**config.mk**
```make
export PLATFORM = sky130hd
export DESIGN_NAME = movie_stream_header_parser
export DESIGN_NICKNAME = d
export VERILOG_FILES = /design/src/rtl/mshp_pkg.sv /design/src/rtl/mshp_front.sv /design/src/rtl/mshp_queue.sv /design/src/rtl/mshp_back.sv /design/src/rtl/movie_stream_header_parser.sv
export SDC_FILE = /design/constraint.sdc
export NUM_CORES = 1
export LEC_CHECK = 0
export ABC_AREA = 1
export BUFFER_PORTS_ARGS = -buffer_cell sky130_fd_sc_hd__buf_2
export CAP_MARGIN = 10
export CORE_MARGIN = 3
export CORE_UTILIZATION = 40
export DETAILED_ROUTE_END_ITERATION = 10
export GPL_TIMING_DRIVEN = 0
export SLEW_MARGIN = 10
export SYNTH_ARGS = -nofsm -noshare
export SYNTH_HDL_FRONTEND = slang
export SYNTH_HIERARCHICAL = 1
export SYNTH_SLANG_ARGS = --single-unit
```
**constraint.sdc**
```tcl
create_clock -name clock -period 20.1 [get_ports clock]
set_input_delay 2.01 -clock clock [delete_from_list [all_inputs] [get_ports clock]]
set_output_delay 2.01 -clock clock [all_outputs]
set_load 0.02 [all_outputs]
```
**src/rtl/mshp_pkg.sv**
```systemverilog
// Shared types and constants for the movie stream header parser.
// No dependencies; imported by every module of the block.
package mshp_pkg;

   localparam logic [2:0] KIND_HEADER     = 3'd0;
   localparam logic [2:0] KIND_NO_ENTRIES = 3'd1;
   localparam logic [2:0] KIND_ENTRY      = 3'd2;
   localparam logic [2:0] KIND_LAST_ENTRY = 3'd3;
   localparam logic [2:0] KIND_BAD_MAGIC  = 3'd4;
   localparam logic [2:0] KIND_TOO_SHORT  = 3'd5;

   localparam logic [1:0] CLASS_VIDEO = 2'd0;
   localparam logic [1:0] CLASS_AUDIO = 2'd1;
   localparam logic [1:0] CLASS_PCM   = 2'd2;
   localparam logic [1:0] CLASS_OTHER = 2'd3;

   localparam logic [7:0] SID_PRIVATE    = 8'hBD;
   localparam logic [3:0] SID_VIDEO_HI   = 4'hE;
   localparam logic [3:0] PID_AUDIO_HI   = 4'h0;
   localparam logic [3:0] PID_PCM_HI     = 4'h1;

   localparam int QUEUE_DEPTH = 2;
   localparam int QPTR_W      = $clog2(QUEUE_DEPTH);
   localparam int QCNT_W      = $clog2(QUEUE_DEPTH + 1);

   typedef struct packed {
      logic [2:0]  kind;
      logic [31:0] version;
      logic [31:0] header_length;
      logic [31:0] payload_length;
      logic [47:0] start_stamp;
      logic [47:0] end_stamp;
      logic [15:0] entry_total;
      logic [7:0]  primary_id;
      logic [7:0]  secondary_id;
      logic [15:0] info_pair;
   } mshp_item_type;

   typedef struct packed {
      logic          valid;
      mshp_item_type item;
   } mshp_push_type;

   function automatic logic [7:0] magic_byte(input logic [1:0] idx);
      logic [7:0] b;
      case (idx)
         2'd0:    b = 8'h50;
         2'd1:    b = 8'h53;
         2'd2:    b = 8'h4D;
         default: b = 8'h46;
      endcase
      return b;
   endfunction

endpackage

```
**src/rtl/mshp_front.sv**
```systemverilog
// Front end: accepts header bytes, tracks parse position and captures fields.
// Depends on mshp_pkg; pushes finished transactions into mshp_queue.
module mshp_front #(
   parameter int TABLE_START = 128,
   parameter int ENTRY_BYTES = 16
) (
   input  logic                  clock,
   input  logic                  reset,
   input  logic                  accept,
   input  logic [7:0]            data_byte,
   input  logic                  end_of_buffer,
   output mshp_pkg::mshp_push_type push
);
   import mshp_pkg::*;

   localparam int POS_W = $clog2(TABLE_START + 2);
   localparam int OFF_W = $clog2(ENTRY_BYTES);

   localparam logic [1:0] PH_HEADER = 2'd0;
   localparam logic [1:0] PH_ENTRY  = 2'd1;
   localparam logic [1:0] PH_DONE   = 2'd2;

   logic [1:0]       phase_ff, phase_in;
   logic [POS_W-1:0] pos_ff, pos_in;
   logic [OFF_W-1:0] off_ff, off_in;
   logic [15:0]      done_ff, done_in;
   logic [31:0]      ver_ff, ver_in;
   logic [31:0]      hlen_ff, hlen_in;
   logic [31:0]      plen_ff, plen_in;
   logic [47:0]      start_ff, start_in;
   logic [47:0]      end_ff, end_in;
   logic [15:0]      count_ff, count_in;
   logic [7:0]       sid_ff, sid_in;
   logic [7:0]       pid_ff, pid_in;
   logic [15:0]      info_ff, info_in;
   logic             push_v;
   logic [2:0]       kind;

   always_comb begin
      phase_in = phase_ff;
      pos_in   = pos_ff;
      off_in   = off_ff;
      done_in  = done_ff;
      ver_in   = ver_ff;
      hlen_in  = hlen_ff;
      plen_in  = plen_ff;
      start_in = start_ff;
      end_in   = end_ff;
      count_in = count_ff;
      sid_in   = sid_ff;
      pid_in   = pid_ff;
      info_in  = info_ff;
      push_v   = 1'b0;
      kind     = KIND_HEADER;
      if (accept) begin
         unique case (phase_ff)
            PH_HEADER: begin
               if (pos_ff < POS_W'(4)) begin
                  if (data_byte != magic_byte(pos_ff[1:0])) begin
                     push_v   = 1'b1;
                     kind     = KIND_BAD_MAGIC;
                     phase_in = PH_DONE;
                  end
               end else if (pos_ff < POS_W'(8)) begin
                  ver_in[8*pos_ff[1:0] +: 8] = data_byte;
               end else if (pos_ff < POS_W'(12)) begin
                  hlen_in = {hlen_ff[23:0], data_byte};
               end else if (pos_ff < POS_W'(16)) begin
                  plen_in = {plen_ff[23:0], data_byte};
               end else if (pos_ff >= POS_W'('h54) && pos_ff < POS_W'('h5A)) begin
                  start_in = {start_ff[39:0], data_byte};
               end else if (pos_ff >= POS_W'('h5A) && pos_ff < POS_W'('h60)) begin
                  end_in = {end_ff[39:0], data_byte};
               end else if (pos_ff == POS_W'(TABLE_START)) begin
                  count_in = {data_byte, 8'h00};
               end else if (pos_ff == POS_W'(TABLE_START + 1)) begin
                  count_in = {count_ff[15:8], data_byte};
                  push_v   = 1'b1;
                  if (count_in == 16'd0) begin
                     kind     = KIND_NO_ENTRIES;
                     phase_in = PH_DONE;
                  end else begin
                     kind     = KIND_HEADER;
                     phase_in = PH_ENTRY;
                     off_in   = '0;
                     done_in  = '0;
                  end
               end
               if (phase_in == PH_HEADER && pos_ff < POS_W'(TABLE_START + 1)) begin
                  pos_in = pos_ff + POS_W'(1);
               end
            end
            PH_ENTRY: begin
               if (off_ff == OFF_W'(0)) begin
                  sid_in = data_byte;
               end else if (off_ff == OFF_W'(1)) begin
                  pid_in = data_byte;
               end else if (off_ff == OFF_W'(12)) begin
                  info_in = {8'h00, data_byte};
               end else if (off_ff == OFF_W'(13)) begin
                  info_in = {data_byte, info_ff[7:0]};
               end
               if (off_ff == OFF_W'(ENTRY_BYTES - 1)) begin
                  done_in = done_ff + 16'd1;
                  off_in  = '0;
                  push_v  = 1'b1;
                  if (done_in == count_ff) begin
                     kind     = KIND_LAST_ENTRY;
                     phase_in = PH_DONE;
                  end else begin
                     kind = KIND_ENTRY;
                  end
               end else begin
                  off_in = off_ff + OFF_W'(1);
               end
            end
            PH_DONE: begin
            end
            default: begin
               phase_in = PH_HEADER;
            end
         endcase
         if (end_of_buffer) begin
            if (phase_in != PH_DONE) begin
               push_v = 1'b1;
               kind   = KIND_TOO_SHORT;
            end
            phase_in = PH_HEADER;
            pos_in   = '0;
            off_in   = '0;
            done_in  = '0;
         end
      end
   end

   always_ff @(posedge clock) begin
      if (reset) begin
         phase_ff <= PH_HEADER;
         pos_ff   <= '0;
         off_ff   <= '0;
         done_ff  <= '0;
      end else begin
         phase_ff <= phase_in;
         pos_ff   <= pos_in;
         off_ff   <= off_in;
         done_ff  <= done_in;
      end
   end

   always_ff @(posedge clock) begin
      ver_ff   <= ver_in;
      hlen_ff  <= hlen_in;
      plen_ff  <= plen_in;
      start_ff <= start_in;
      end_ff   <= end_in;
      count_ff <= count_in;
      sid_ff   <= sid_in;
      pid_ff   <= pid_in;
      info_ff  <= info_in;
   end

   always_comb begin
      push.valid               = push_v;
      push.item.kind           = kind;
      push.item.version        = ver_in;
      push.item.header_length  = hlen_in;
      push.item.payload_length = plen_in;
      push.item.start_stamp    = start_in;
      push.item.end_stamp      = end_in;
      push.item.entry_total    = count_in;
      push.item.primary_id     = sid_in;
      push.item.secondary_id   = pid_in;
      push.item.info_pair      = info_in;
   end

endmodule

```
**src/rtl/mshp_queue.sv**
```systemverilog
// Short transaction queue between the parser front end and the output stage.
// Depends on mshp_pkg for the queued item type and depth.
module mshp_queue (
   input  logic                    clock,
   input  logic                    reset,
   input  mshp_pkg::mshp_push_type push,
   input  logic                    pop,
   output logic                    full,
   output logic                    not_empty,
   output mshp_pkg::mshp_item_type head
);
   import mshp_pkg::*;

   mshp_item_type      mem_ff [QUEUE_DEPTH];
   logic [QPTR_W-1:0]  wr_ptr_ff, wr_ptr_in;
   logic [QPTR_W-1:0]  rd_ptr_ff, rd_ptr_in;
   logic [QCNT_W-1:0]  cnt_ff, cnt_in;
   logic               do_push, do_pop;

   assign full      = (cnt_ff == QCNT_W'(QUEUE_DEPTH));
   assign not_empty = (cnt_ff != '0);
   assign do_push   = push.valid && !full;
   assign do_pop    = pop && not_empty;
   assign head      = mem_ff[rd_ptr_ff];

   always_comb begin
      wr_ptr_in = do_push ? wr_ptr_ff + QPTR_W'(1) : wr_ptr_ff;
      rd_ptr_in = do_pop ? rd_ptr_ff + QPTR_W'(1) : rd_ptr_ff;
      cnt_in    = cnt_ff;
      if (do_push && !do_pop) begin
         cnt_in = cnt_ff + QCNT_W'(1);
      end else if (do_pop && !do_push) begin
         cnt_in = cnt_ff - QCNT_W'(1);
      end
   end

   always_ff @(posedge clock) begin
      if (do_push) begin
         mem_ff[wr_ptr_ff] <= push.item;
      end
   end

   always_ff @(posedge clock) begin
      if (reset) begin
         wr_ptr_ff <= '0;
         rd_ptr_ff <= '0;
         cnt_ff    <= '0;
      end else begin
         wr_ptr_ff <= wr_ptr_in;
         rd_ptr_ff <= rd_ptr_in;
         cnt_ff    <= cnt_in;
      end
   end

endmodule

```
**src/rtl/mshp_back.sv**
```systemverilog
// Output stage: classifies entries, masks unused fields, holds the result.
// Depends on mshp_pkg; pops transactions from mshp_queue.
module mshp_back (
   input  logic                    clock,
   input  logic                    reset,
   input  logic                    q_not_empty,
   input  mshp_pkg::mshp_item_type q_head,
   output logic                    q_pop,
   output logic                    rsp_valid,
   input  logic                    rsp_ready,
   output logic [2:0]              rsp_kind,
   output logic [31:0]             rsp_version,
   output logic [31:0]             rsp_header_length,
   output logic [31:0]             rsp_payload_length,
   output logic [47:0]             rsp_start_stamp,
   output logic [47:0]             rsp_end_stamp,
   output logic [15:0]             rsp_entry_total,
   output logic [7:0]              rsp_primary_id,
   output logic [7:0]              rsp_secondary_id,
   output logic [15:0]             rsp_info_pair,
   output logic [1:0]              rsp_stream_class,
   output logic [3:0]              rsp_channel_number
);
   import mshp_pkg::*;

   logic          valid_ff, valid_in;
   mshp_item_type res_ff, res_in;
   logic [1:0]    class_ff, class_in;
   logic [3:0]    chan_ff, chan_in;
   logic          has_hdr, has_ent;

   assign q_pop = q_not_empty && (!valid_ff || rsp_ready);

   always_comb begin
      has_hdr = (q_head.kind == KIND_HEADER) || (q_head.kind == KIND_NO_ENTRIES) ||
                (q_head.kind == KIND_ENTRY) || (q_head.kind == KIND_LAST_ENTRY);
      has_ent = (q_head.kind == KIND_ENTRY) || (q_head.kind == KIND_LAST_ENTRY);
      res_in      = '0;
      res_in.kind = q_head.kind;
      if (has_hdr) begin
         res_in.version        = q_head.version;
         res_in.header_length  = q_head.header_length;
         res_in.payload_length = q_head.payload_length;
         res_in.start_stamp    = q_head.start_stamp;
         res_in.end_stamp      = q_head.end_stamp;
         res_in.entry_total    = q_head.entry_total;
      end
      class_in = CLASS_VIDEO;
      chan_in  = '0;
      if (has_ent) begin
         res_in.primary_id   = q_head.primary_id;
         res_in.secondary_id = q_head.secondary_id;
         res_in.info_pair    = q_head.info_pair;
         if (q_head.primary_id[7:4] == SID_VIDEO_HI) begin
            class_in = CLASS_VIDEO;
         end else if (q_head.primary_id == SID_PRIVATE &&
                      q_head.secondary_id[7:4] == PID_AUDIO_HI) begin
            class_in = CLASS_AUDIO;
         end else if (q_head.primary_id == SID_PRIVATE &&
                      q_head.secondary_id[7:4] == PID_PCM_HI) begin
            class_in = CLASS_PCM;
         end else begin
            class_in = CLASS_OTHER;
         end
         chan_in = (q_head.primary_id == SID_PRIVATE) ? q_head.secondary_id[3:0]
                                                      : q_head.primary_id[3:0];
      end
      valid_in = q_pop ? 1'b1 : (valid_ff && !rsp_ready);
   end

   always_ff @(posedge clock) begin
      if (reset) begin
         valid_ff <= 1'b0;
      end else begin
         valid_ff <= valid_in;
      end
   end

   always_ff @(posedge clock) begin
      if (q_pop) begin
         res_ff   <= res_in;
         class_ff <= class_in;
         chan_ff  <= chan_in;
      end
   end

   assign rsp_valid          = valid_ff;
   assign rsp_kind           = res_ff.kind;
   assign rsp_version        = res_ff.version;
   assign rsp_header_length  = res_ff.header_length;
   assign rsp_payload_length = res_ff.payload_length;
   assign rsp_start_stamp    = res_ff.start_stamp;
   assign rsp_end_stamp      = res_ff.end_stamp;
   assign rsp_entry_total    = res_ff.entry_total;
   assign rsp_primary_id     = res_ff.primary_id;
   assign rsp_secondary_id   = res_ff.secondary_id;
   assign rsp_info_pair      = res_ff.info_pair;
   assign rsp_stream_class   = class_ff;
   assign rsp_channel_number = chan_ff;

endmodule

```
**src/rtl/movie_stream_header_parser.sv**
```systemverilog
// Movie stream header parser, top level: byte front end, queue, output stage.
// Depends on mshp_pkg, mshp_front, mshp_queue and mshp_back.
//
// Takes one header byte per clock and sustains one byte per cycle while
// req_ready is high. Each byte is parsed in the cycle it is accepted; a result
// it causes passes through a two-entry queue and the output register before
// it shows on rsp_. req_ready drops only when the queue is full, which happens
// only while the consumer holds rsp_ready low. Header fields are latched as
// they stream by; the stream table starts at TABLE_START and each entry is
// ENTRY_BYTES long. A byte flagged end_of_buffer closes the parse and the
// next byte starts a new header. No reset sweep; ready after reset.
module movie_stream_header_parser #(
   parameter int TABLE_START = 128,
   parameter int ENTRY_BYTES = 16
) (
   input  logic        clock,
   input  logic        reset,
   input  logic        req_valid,
   output logic        req_ready,
   input  logic [7:0]  req_data_byte,
   input  logic        req_end_of_buffer,
   output logic        rsp_valid,
   input  logic        rsp_ready,
   output logic [2:0]  rsp_kind,
   output logic [31:0] rsp_version,
   output logic [31:0] rsp_header_length,
   output logic [31:0] rsp_payload_length,
   output logic [47:0] rsp_start_stamp,
   output logic [47:0] rsp_end_stamp,
   output logic [15:0] rsp_entry_total,
   output logic [7:0]  rsp_primary_id,
   output logic [7:0]  rsp_secondary_id,
   output logic [15:0] rsp_info_pair,
   output logic [1:0]  rsp_stream_class,
   output logic [3:0]  rsp_channel_number
);
   import mshp_pkg::*;

   mshp_push_type push;
   mshp_item_type q_head;
   logic          q_full, q_not_empty, q_pop;

   assign req_ready = !q_full;

   mshp_front #(
      .TABLE_START(TABLE_START),
      .ENTRY_BYTES(ENTRY_BYTES)
   ) u_front (
      .clock         (clock),
      .reset         (reset),
      .accept        (req_valid && req_ready),
      .data_byte     (req_data_byte),
      .end_of_buffer (req_end_of_buffer),
      .push          (push)
   );

   mshp_queue u_queue (
      .clock     (clock),
      .reset     (reset),
      .push      (push),
      .pop       (q_pop),
      .full      (q_full),
      .not_empty (q_not_empty),
      .head      (q_head)
   );

   mshp_back u_back (
      .clock              (clock),
      .reset              (reset),
      .q_not_empty        (q_not_empty),
      .q_head             (q_head),
      .q_pop              (q_pop),
      .rsp_valid          (rsp_valid),
      .rsp_ready          (rsp_ready),
      .rsp_kind           (rsp_kind),
      .rsp_version        (rsp_version),
      .rsp_header_length  (rsp_header_length),
      .rsp_payload_length (rsp_payload_length),
      .rsp_start_stamp    (rsp_start_stamp),
      .rsp_end_stamp      (rsp_end_stamp),
      .rsp_entry_total    (rsp_entry_total),
      .rsp_primary_id     (rsp_primary_id),
      .rsp_secondary_id   (rsp_secondary_id),
      .rsp_info_pair      (rsp_info_pair),
      .rsp_stream_class   (rsp_stream_class),
      .rsp_channel_number (rsp_channel_number)
   );

endmodule

```
==> results of run 1 <==
critical path: cells and delay by family:
kind                   cells  cell delay, ps
and+or+nand+nor           10            1430
AOI/OAI and AO/OA          3             560
buffers and inverters      9            1770
registers in the layout, indices dropped and copies added (netlist names), 48 cells and up, named ones only:
| signal | cells |
|---|---|
| u_back/rsp_end_stamp | 48 |
| u_front/start_ff | 48 |
| u_back/rsp_start_stamp | 48 |
| u_front/end_ff | 48 |
| u_queue/mem_ff | 486 |
worst max-delay path by stage:
stage / from / end / slack (ps) / cells after the start
2_1_floorplan: rsp_ready / u_queue/cnt_ff[1] / 4610 / 9
3_3_place_gp: req_data_byte[2] / u_queue/mem_ff[1][170] / -2530 / 17
3_5_place_dp: req_data_byte[2] / u_queue/mem_ff[0][137] / 13870 / 22
4_1_cts: req_data_byte[2] / u_queue/mem_ff[0][122] / 14580 / 22
5_1_grt: req_data_byte[2] / u_queue/mem_ff[0][115] / 14290 / 22
6_report: req_data_byte[2] / u_queue/mem_ff[0][137] / 14580 / 22
metal layers:
metal | vias to the layer above | GRT usage | wire, microns | part of all wire
li1 | 10372 | - | - | -
met1 | 10319 | 0.222 | 37000 | 0.45
met2 | 427 | 0.268 | 39700 | 0.48
met3 | 135 | 0.0282 | 3850 | 0.046
met4 | 0 | 0.0536 | 2280 | 0.027
met5 | - | 0 | 0 | 0
cell type report:
| class | count | area [sq um] | area share |
|---|---|---|---|
| flip-flops and latches | 1011 | 27600 | 0.601 |
| multi-input cells | 1295 | 9040 | 0.197 |
| clock buffers | 158 | 3100 | 0.0675 |
| repair buffers | 294 | 2040 | 0.0445 |
| well taps | 1265 | 1580 | 0.0345 |
| inverters | 376 | 1410 | 0.0307 |
| plain buffers | 107 | 756 | 0.0165 |
| clock inverters | 39 | 385 | 0.00839 |
| diodes | 2 | 5.00 | 0.000109 |
metrics by stage:
| stage | total power [W] | instances | area [sq um] | setup WS (ps) |
|---|---|---|---|---|
| 6_report | 0.00656 | 4547 | 45900 | 14580 |
| 5_1_grt | 0.00688 | 4545 | 45900 | 14290 |
| 4_1_cts | 0.00666 | 4545 | 45900 | 14580 |
| 3_5_place_dp | 0.00473 | 4348 | 42400 | 13870 |
| 3_3_place_gp | 0.00495 | 4315 | 41700 | -2530 |
| 2_1_floorplan | 0.00425 | 2789 | 38800 | 4610 |
cell usage after synthesis (12+ instances only):
master,instances,share of area
edfxtp_1,735,0.57
inv_1,359,0.035
nor2_1,333,0.032
dfxtp_1,276,0.14
nand2_1,239,0.023
mux2_4,170,0.066
mux2_2,146,0.042
o21ai_0,114,0.015
nand3_1,66,0.0085
a21oi_1,63,0.0081
buf_6,37,0.011
buf_2,32,0.0041
clkbuf_1,32,0.0031
mux2_1,24,0.0070
nand4_1,23,0.0037
inv_2,15,0.0015
nor3_1,13,0.0017
ha_1,12,0.0039
power groups by stage:
stage,logic (W),clock network (W),registers [W]
after CTS,0.00176,0.00197,0.00293
after floorplan,0.000785,0,0.00346
after detailed placement,0.00176,0,0.00297
final,0.00172,0.00192,0.00292
after global routing,0.00187,0.00206,0.00296
after global placement,0.00160,0,0.00335
cells by family after synthesis:
group | synth area share
compound gates | 0.0326
mux | 0.115
fa+ha+maj | 0.00387
buf+inv | 0.0557
xor+xnor | 0.00352
flops | 0.712
simple gates | 0.0773
==> flow_metrics.tcl, run 1 <==
set metrics [dict create \
    ios 264 \
    cts_tree "yes" \
    cts.clk_slew.worst_paths_ps 60 \
    fin_tns_setup_ps 0 \
    final_common_cell "edfxtp_1" \
    final_cell_mix "edfxtp_1 (735), inv_1 (359), nor2_1 (331)" \
    die-height_microns 317 \
    drive_gt1_frac 0.278 \
    p_sw_w 0.00199 \
    ys_async_sr_fraction 0 \
    dp.final_hpwl_microns 57300 \
    sw_frac_of_total 0.303 \
    min_from "u_front/start_ff[45]" \
    status "finished clean" \
    initial_core_util 0.406 \
    ys.flop_type "edfxtp_1" \
    rr_worst_depth 22 \
    cpPeakStageDelay_ps 560 \
    std_cell_rows 113 \
    cp-end-kind "register" \
    synth_edf_count 735 \
    power-per-cell-area_mw_per_mm2 143 \
    timing.final.hold_violations 0 \
    nets 3214 \
    holdWs_ps 477 \
    synth.cell_area_sq_mm 0.0388 \
    grtUsageTotal 0.164 \
    route.detailed.drc 0 \
    areaGrowthSynthToFinish_pct 18.4 \
    p_leak_nw 18.3 \
    drtIter0Drc 1418 \
    gp_congestion 0.845 \
    dieWidth_microns 317 \
    clkSinkCount 1011 \
    num_vias 21253 \
    crit_arrival_ps 5870 \
    port_buffers 261 \
    fillerInstances 8427 \
    fmax_mhz 181 \
    tightest_slew_ps 1210 \
    min_period_ps 5520 \
    postCtsSetupBuffers 0 \
    antenna_found_initial 5 \
    cts_made_buffers 104 \
    grt_first_pass_wirelength_microns 125000 \
    p_comb_frac 0.262 \
    clock_power_share 0.293 \
    regToRegStartpoint "u_front/pos_ff[0]" \
    syn-instance-count 2789 \
    grt_start_max_net_pins 30 \
    crit_top_cell "nand2_1" \
    grt_pass1_vias 21039 \
    cts.hold.buffers_added 0 \
    gr-total-overflow 0 \
    post_drt_wl_per_cell_microns 18.2 \
    viasPerCell 4.67 \
    clock_path_buffers 3 \
    first_pass_iters 7 \
    fin_crit_sh 0.275 \
    peakVddDrop_mv 0.0710 \
    mappedNetlistNets 2814 \
    routed_wl_microns 82900 \
    rr_endpoint "u_queue/mem_ff[0][137]" \
    core_area_sq_mm 0.0956 \
    power.internal_w 0.00457 \
    slew_headroom 0.197 \
    worstSetupPathType "in -> reg" \
    cp.required_ps 20450 \
    cts_max_level 3 \
    utilization 0.480 \
    rrSetupSlack_ps 14990 \
    hold_path_depth 1 \
    cap_violations 0 \
    min_to "u_front/start_ff[45]" \
    finalMaxSlewViolations 0 \
    setup_viol 0 \
    seq_area_frac_synth 0.712 \
    syn-mean-instance-area_sq_um 13.9 \
    ys_warn_count 6 \
    cts.repair.resized 0 \
    grt_setup_unrepaired "false" \
    critical_path.cell_chain "buf_2, inv_2, buf_2, o21ai_2, nand2_1, nor2_1, nand2_1, o21ai_2, nand3_1, nand2_1, nand2_1, nor2_1, nand2_1, nand2_1, buf_4, o21ai_0, nor2_4, buf_12, buf_12, buf_12, buf_16, buf_12" \
    pwr-share-seq 0.445 \
    crit_fanout 25 \
    antenna_left 0 \
    worst_hold_path_type "reg -> reg" \
    synthDistinctLibCells 50 \
    clk_latency_ps 660 \
    ys_ff_latch 1011 \
    skew_ps 17.4 \
    cts_root_buf "clkbuf_16" \
    dieArea_sq_mm 0.101 \
    start_kind "primary input" \
    worst_path_max_delay_cell "nor2_4" \
]
Note: power is estimated with default switching activity, not from simulation.
==> run 2, diff against run 1 <==
==> constraint.sdc (replaced) <==
create_clock -name clock -period 5.42 [get_ports clock]
set_input_delay 0.542 -clock clock [delete_from_list [all_inputs] [get_ports clock]]
set_output_delay 0.542 -clock clock [all_outputs]
set_load 0.02 [all_outputs]
==> run 2 against run 1 <==
Compared with the run above: hold slack worse by 330 ps; non-clock buffer count down 1; largest cell class unchanged; critical path type is now reg -> reg; highest routed layer unchanged; sequential share of layout area down 0.063 points; clock power grew to 3.7 times the previous value.
==> flow_metrics.tcl, run 2 (same netlist as run 1, synthesis figures left out) <==
set metrics [dict create \
    largest_reg_flops 486 \
    routed_wl_microns 83000 \
    drive_gt1_frac 0.278 \
    rr_worst_depth 21 \
    p_sw_w 0.00744 \
    final_common_cell "edfxtp_1" \
    pre_cts_slack_ps 944 \
    antenna_found_initial 7 \
    timing.final.hold_violations 0 \
    cp-end-kind "register" \
    worstSetupPathType "reg -> reg" \
    port_buffers 261 \
    postCtsSetupBuffers 0 \
    grt_setup_unrepaired "false" \
    pwr-share-seq 0.443 \
    worst_slack_ps 1030 \
    rrSetupSlack_ps 1030 \
    final_cell_mix "edfxtp_1 (735), inv_1 (357), nor2_1 (331)" \
    peakVddDrop_mv 0.422 \
    status "finished clean" \
    post_drt_wl_per_cell_microns 18.3 \
    initial_core_util 0.406 \
    crit_arrival_ps 4730 \
    fin_crit_sh 0.809 \
    p_comb_frac 0.263 \
    dp.final_hpwl_microns 56700 \
    min_period_ps 4390 \
    hold_path_depth 2 \
    p_leak_nw 18.3 \
    grtUsageTotal 0.164 \
    cts.clk_slew.worst_paths_ps 60 \
    power.internal_w 0.0169 \
    clock_path_buffers 3 \
    min_from "reset" \
    areaGrowthSynthToFinish_pct 18.6 \
    rr_endpoint "u_queue/mem_ff[0][164]" \
    cts_max_level 3 \
    grt_first_pass_wirelength_microns 125000 \
    grt_pass1_vias 21145 \
    finalMaxSlewViolations 0 \
    holdWs_ps 146 \
    cts_root_buf "clkbuf_16" \
    cts_tree "yes" \
    tightest_slew_ps 1240 \
    cap_violations 0 \
    sw_frac_of_total 0.305 \
    std_cell_rows 113 \
    power_w 0.0244 \
    crit_fanout 26 \
    cp.required_ps 5760 \
    largest-register "u_queue/mem_ff" \
    ios 264 \
    gp_congestion 0.847 \
    power-per-cell-area_mw_per_mm2 530 \
    dieArea_sq_mm 0.101 \
    setup_viol 0 \
    slew_headroom 0.173 \
    antenna_left 0 \
    grt_start_max_net_pins 30 \
    nets 3213 \
    regToRegStartpoint "u_front/pos_ff[0]" \
    core_area_sq_mm 0.0956 \
    dieWidth_microns 317 \
    clock_power_share 0.293 \
    worst_hold_path_type "in -> reg" \
    clk_latency_ps 670 \
    skew_ps 27.9 \
    num_vias 21238 \
    start_kind "register" \
    die-height_microns 317 \
    utilization 0.481 \
    gr-total-overflow 0 \
    viasPerCell 4.67 \
    first_pass_iters 5 \
    fmax_mhz 228 \
    drtIter0Drc 1337 \
    cts.hold.buffers_added 0 \
    clkSinkCount 1011 \
    min_to "u_back/rsp_valid" \
    route.detailed.drc 0 \
    cts_made_buffers 104 \
    cts.repair.resized 0 \
]
[run 2: changes by cell type in the layout (fill, tap and decap cells not counted), sizes merged]
| cell | delta |
|---|---|
| clkinv | +24 |
| clkinvlp | -1 |
| clkbuf | -25 |
| diode | -1 |
| buf | -1 |
| bufinv | +4 |
| inv | -2 |
[run 2: critical path, cell delays in order, from the launching register on]
cell	delay (ps)
dfxtp_2	360
clkbuf_8	180
clkinvlp_4	200
ha_4	210
buf_6	130
o21ai_2	120
xor2_1	160
nand2_1	80
o21ai_2	220
nand3_1	100
nand2_1	90
nand2_1	70
nor2_1	160
nand2_1	80
nand2_1	100
buf_4	130
o21ai_4	80
nor2_4	630
buf_12	280
buf_16	200
buf_12	210
buf_12	220
[run 2: final cells by class]
type,instances,area [sq um]
Clock inverter,64,642
Timing Repair Buffer,293,2040
Inverter,376,1420
Fill cell,8483,49600
Multi-Input combinational cell,1295,9070
Clock buffer,133,2850
Buffer,107,772
Antenna cell,1,2.50
Tap cell,1265,1580
Sequential cell,1011,27600
[run 2: worst max-delay path by stage]
stage	start	end	slack, ps	depth (start not counted)
detailed placement	req_data_byte[2]	u_queue/mem_ff[0][170]	940	21
floorplan	u_front/pos_ff[0]	u_queue/mem_ff[0][0]	-700	17
finish	u_front/pos_ff[0]	u_queue/mem_ff[0][164]	1030	21
CTS	u_front/pos_ff[0]	u_queue/mem_ff[0][194]	950	21
global placement	req_data_byte[2]	u_queue/mem_ff[0][129]	-3760	17
global route	u_front/done_ff[0]	u_queue/mem_ff[0][164]	660	20
[run 2: stage by stage]
stage               cells  cell area [sq um]  TNS [ps]
floorplan            2789              38800   -338510
global placement     4315              41700  -2300170
detailed placement   4347              42500         0
CTS                  4544              46000         0
global route         4544              46000         0
finish               4545              46000         0
[run 2: power by group through the flow]
| stage | sequential (W) | combinational, W | clock, W |
|---|---|---|---|
| 2_1_floorplan | 0.0122 | 0.00293 | 0 |
| 3_3_place_gp | 0.0113 | 0.00584 | 0 |
| 3_5_place_dp | 0.0110 | 0.00655 | 0 |
| 4_1_cts | 0.0108 | 0.00658 | 0.00735 |
| 5_1_grt | 0.0109 | 0.00697 | 0.00768 |
| 6_report | 0.0108 | 0.00641 | 0.00715 |
[run 2: per-layer routing]
metal / part of all wire / GRT usage
met1: 0.45 / 0.219
met4: 0.026 / 0.0555
met2: 0.48 / 0.270
met5: 0 / 0
met3: 0.049 / 0.0285
==> run 3, diff against run 2 <==
--- a/config.mk
+++ b/config.mk
@@ -5,7 +5,7 @@
 export SDC_FILE = /design/constraint.sdc
 export NUM_CORES = 1
 export LEC_CHECK = 0
-export ABC_AREA = 1
+export ABC_AREA = 0
 export BUFFER_PORTS_ARGS = -buffer_cell sky130_fd_sc_hd__buf_2
 export CAP_MARGIN = 10
 export CORE_MARGIN = 3
==> constraint.sdc (replaced) <==
create_clock -name clock -period 3.95 [get_ports clock]
set_input_delay 0.395 -clock clock [delete_from_list [all_inputs] [get_ports clock]]
set_output_delay 0.395 -clock clock [all_outputs]
set_load 0.02 [all_outputs]
==> run 3 against run 2 <==
Compared with the run above: total power is 34% higher; combinational power grew 25%; via count decreased by 4.9%; hold slack worse by 59 ps; maximum frequency rose by 13%; cell count shrank 10%; non-clock buffer count is 45 higher; clock power is 41% higher; global-route usage grew 0.35 points; die area shrank 1.6%; critical path depth decreased by 4; critical path type unchanged; highest routed layer is now met5.
==> flow_metrics.tcl, run 3 <==
set metrics [dict create \
    ys_ff_latch 1011 \
    synth_most_common_cell "edfxtp_1" \
    status "finished clean" \
    post-synth-top-area-fraction 0.579 \
    min_from "rsp_ready" \
    mappedNetlistNets 2322 \
    worstSetupStartpoint "u_front/done_ff[1]" \
    crit_buf_inv 8 \
    cts_root_buf "clkbuf_16" \
    cts_made_buffers 104 \
    largest_reg_flops 486 \
    first_pass_iters 6 \
    fin_tns_setup_ps 0 \
    fmax_mhz 259 \
    drive_gt1_frac 0.365 \
    crit_fanout 18 \
    std_cell_rows 112 \
    syn-mean-instance-area_sq_um 16.6 \
    grtUsageTotal 0.167 \
    multi_input_area_sq_mm 0.0100 \
    tightest_slew_ps 1030 \
    critical_path.cell_chain "ha_4, and4_1, buf_6, buf_4, a211o_1, o2111ai_1, a311oi_4, nand4_1, o21ba_1, a211o_1, buf_4, inv_2, or3_4, clkinvlp_4, buf_12, buf_16, buf_16" \
    dp.final_hpwl_microns 55100 \
    routed_wl_microns 84900 \
    grt_start_max_net_pins 106 \
    ys_async_sr_fraction 0 \
    die-height_microns 315 \
    gr-total-overflow 0 \
    ios 264 \
    areaGrowthSynthToFinish_pct 20.4 \
    fin_crit_sh 0.979 \
    nets 2761 \
    worst_path_max_delay_cell "dfxtp_4" \
    min_period_ps 3870 \
    seq_area_frac_synth 0.724 \
    worstSetupPathType "reg -> reg" \
    grt_pass1_vias 20606 \
    finalMaxSlewViolations 0 \
    cts.clk_slew.worst_paths_ps 60 \
    final_cell_mix "edfxtp_1 (735), buf_2 (288), dfxtp_1 (267)" \
    gp_congestion 0.853 \
    clock_path_buffers 3 \
    antenna_found_initial 7 \
    route.detailed.drc 0 \
    synth_edf_count 735 \
    final_common_cell "edfxtp_1" \
    worst_hold_path_type "in -> reg" \
    largest-register "u_queue/mem_ff" \
    cpPeakStageDelay_ps 390 \
    dieWidth_microns 315 \
    clk_latency_ps 680 \
    power_w 0.0326 \
    dieArea_sq_mm 0.0991 \
    p_leak_nw 17.1 \
    synthDistinctLibCells 72 \
    cts_tree "yes" \
    viasPerCell 4.95 \
    start_kind "register" \
    yosysTopAreaCell "edfxtp_1" \
    post_drt_wl_per_cell_microns 20.8 \
    crit_arrival_ps 4270 \
    slew_headroom 0.308 \
    setup_viol 0 \
    skew_ps 30.7 \
    initial_core_util 0.406 \
    cp.required_ps 4350 \
    power-per-cell-area_mw_per_mm2 709 \
    num_vias 20200 \
    clkSinkCount 1011 \
    core_area_sq_mm 0.0939 \
    fillerInstances 7910 \
    crit_family "compound AO/OA/AOI/OAI gates" \
    timing.final.hold_violations 0 \
    cp-end-kind "register" \
    cap_violations 0 \
    synth_common_cells "edfxtp_1 (735), dfxtp_1 (276), mux2_2 (251)" \
    register_area_sq_mm 0.0276 \
    antenna_left 0 \
    ys_warn_count 6 \
    drtIter0Drc 1346 \
    port_buffers 258 \
    grt_first_pass_wirelength_microns 125000 \
    ys.flop_type "edfxtp_1" \
    regToRegStartpoint "u_front/done_ff[1]" \
    peakVddDrop_mv 0.650 \
    cts_max_level 3 \
    syn-instance-count 2297 \
    yosys-top-cells-area "edfxtp_1 (58%), dfxtp_1 (14%), mux2_2 (7.4%)" \
    synth.cell_area_sq_mm 0.0381 \
]
run 3: logic make-up (layout without fill, tap and decap cells):
kind of cell | count (synthesis) | in the layout | share of synthesized area
flip-flops | 1011 | 1011 | 0.724
buffers and inverters | 132 | 661 | 0.0187
adder cells (fa/ha/maj) | 12 | 12 | 0.00394
AO/OA/AOI/OAI | 143 | 143 | 0.0247
XOR/XNOR | 28 | 28 | 0.00643
multiplexers | 438 | 438 | 0.146
other | 0 | 1 | 0
AND/OR/NAND/NOR | 533 | 534 | 0.0771
run 3: cell type report:
class,count,area share
buffer,113,0.0145
tap,1254,0.0342
clock buffer,144,0.0647
sequential,1011,0.602
timing repair buffer,332,0.0510
multi-input combinational,1155,0.218
timing repair inverter,1,0.000109
antenna,1,0.0000545
clock inverter,53,0.0140
inverter,18,0.00161
run 3: final timing paths:
kind | endpoint | slack (ps) | cells past startpoint
setup / recovery | u_queue/mem_ff[0][173] | 80 | 17
hold reg to reg | u_front/ver_ff[15] | 480 | 2
setup reg to reg | u_queue/mem_ff[0][173] | 80 | 17
hold / removal | u_back/rsp_valid | 90 | 4
run 3: power breakdown:
part           internal [W]  switching (W)  leakage [nW]
sequential           0.0139       0.000490          9.25
clock               0.00607        0.00406          1.75
combinational       0.00325        0.00478          6.11
total                0.0232        0.00933          17.1
run 3: per-layer routing:
layer / wire length (microns) / track usage
met1: 36900 / 0.217
met2: 41800 / 0.288
met4: 2060 / 0.0502
met3: 4080 / 0.0285
met5: 11 / 0
run 3: metrics by stage:
step | setup slack, ps | instances | hold slack [ps] | utilization | area [sq um]
3_5_place_dp | -951 | 3831 | 473 | 0.443 | 41600
4_1_cts | 2.26 | 4047 | 24.0 | 0.485 | 45500
2_1_floorplan | -2600 | 2297 | 429 | - | 38200
6_report | 82.6 | 4082 | 87.5 | 0.489 | 45900
5_1_grt | -36.3 | 4081 | 73.0 | 0.489 | 45900
3_3_place_gp | -5660 | 3809 | 460 | 0.438 | 41100
run 3: timing repair:
action | CTS | global route
endpoints found under the setup margin | 471 | 370
gates resized for setup | 11 | 25
setup buffers | 11 | 35
pin swaps | 3 | 18
endpoints found under the hold margin | 6 | 0
hold buffers | 1 | 0
cloned | 9 | 3
run 3: worst register-to-register path, delay by kind of cell, from the launching register on:
kind                       cells  cell delay [ps]
AOI/OAI and AO/OA              5             1240
buffers and inverters          8             1190
and+or+nand+nor                3              600
DFF                            1              390
adders and majority gates      1              170
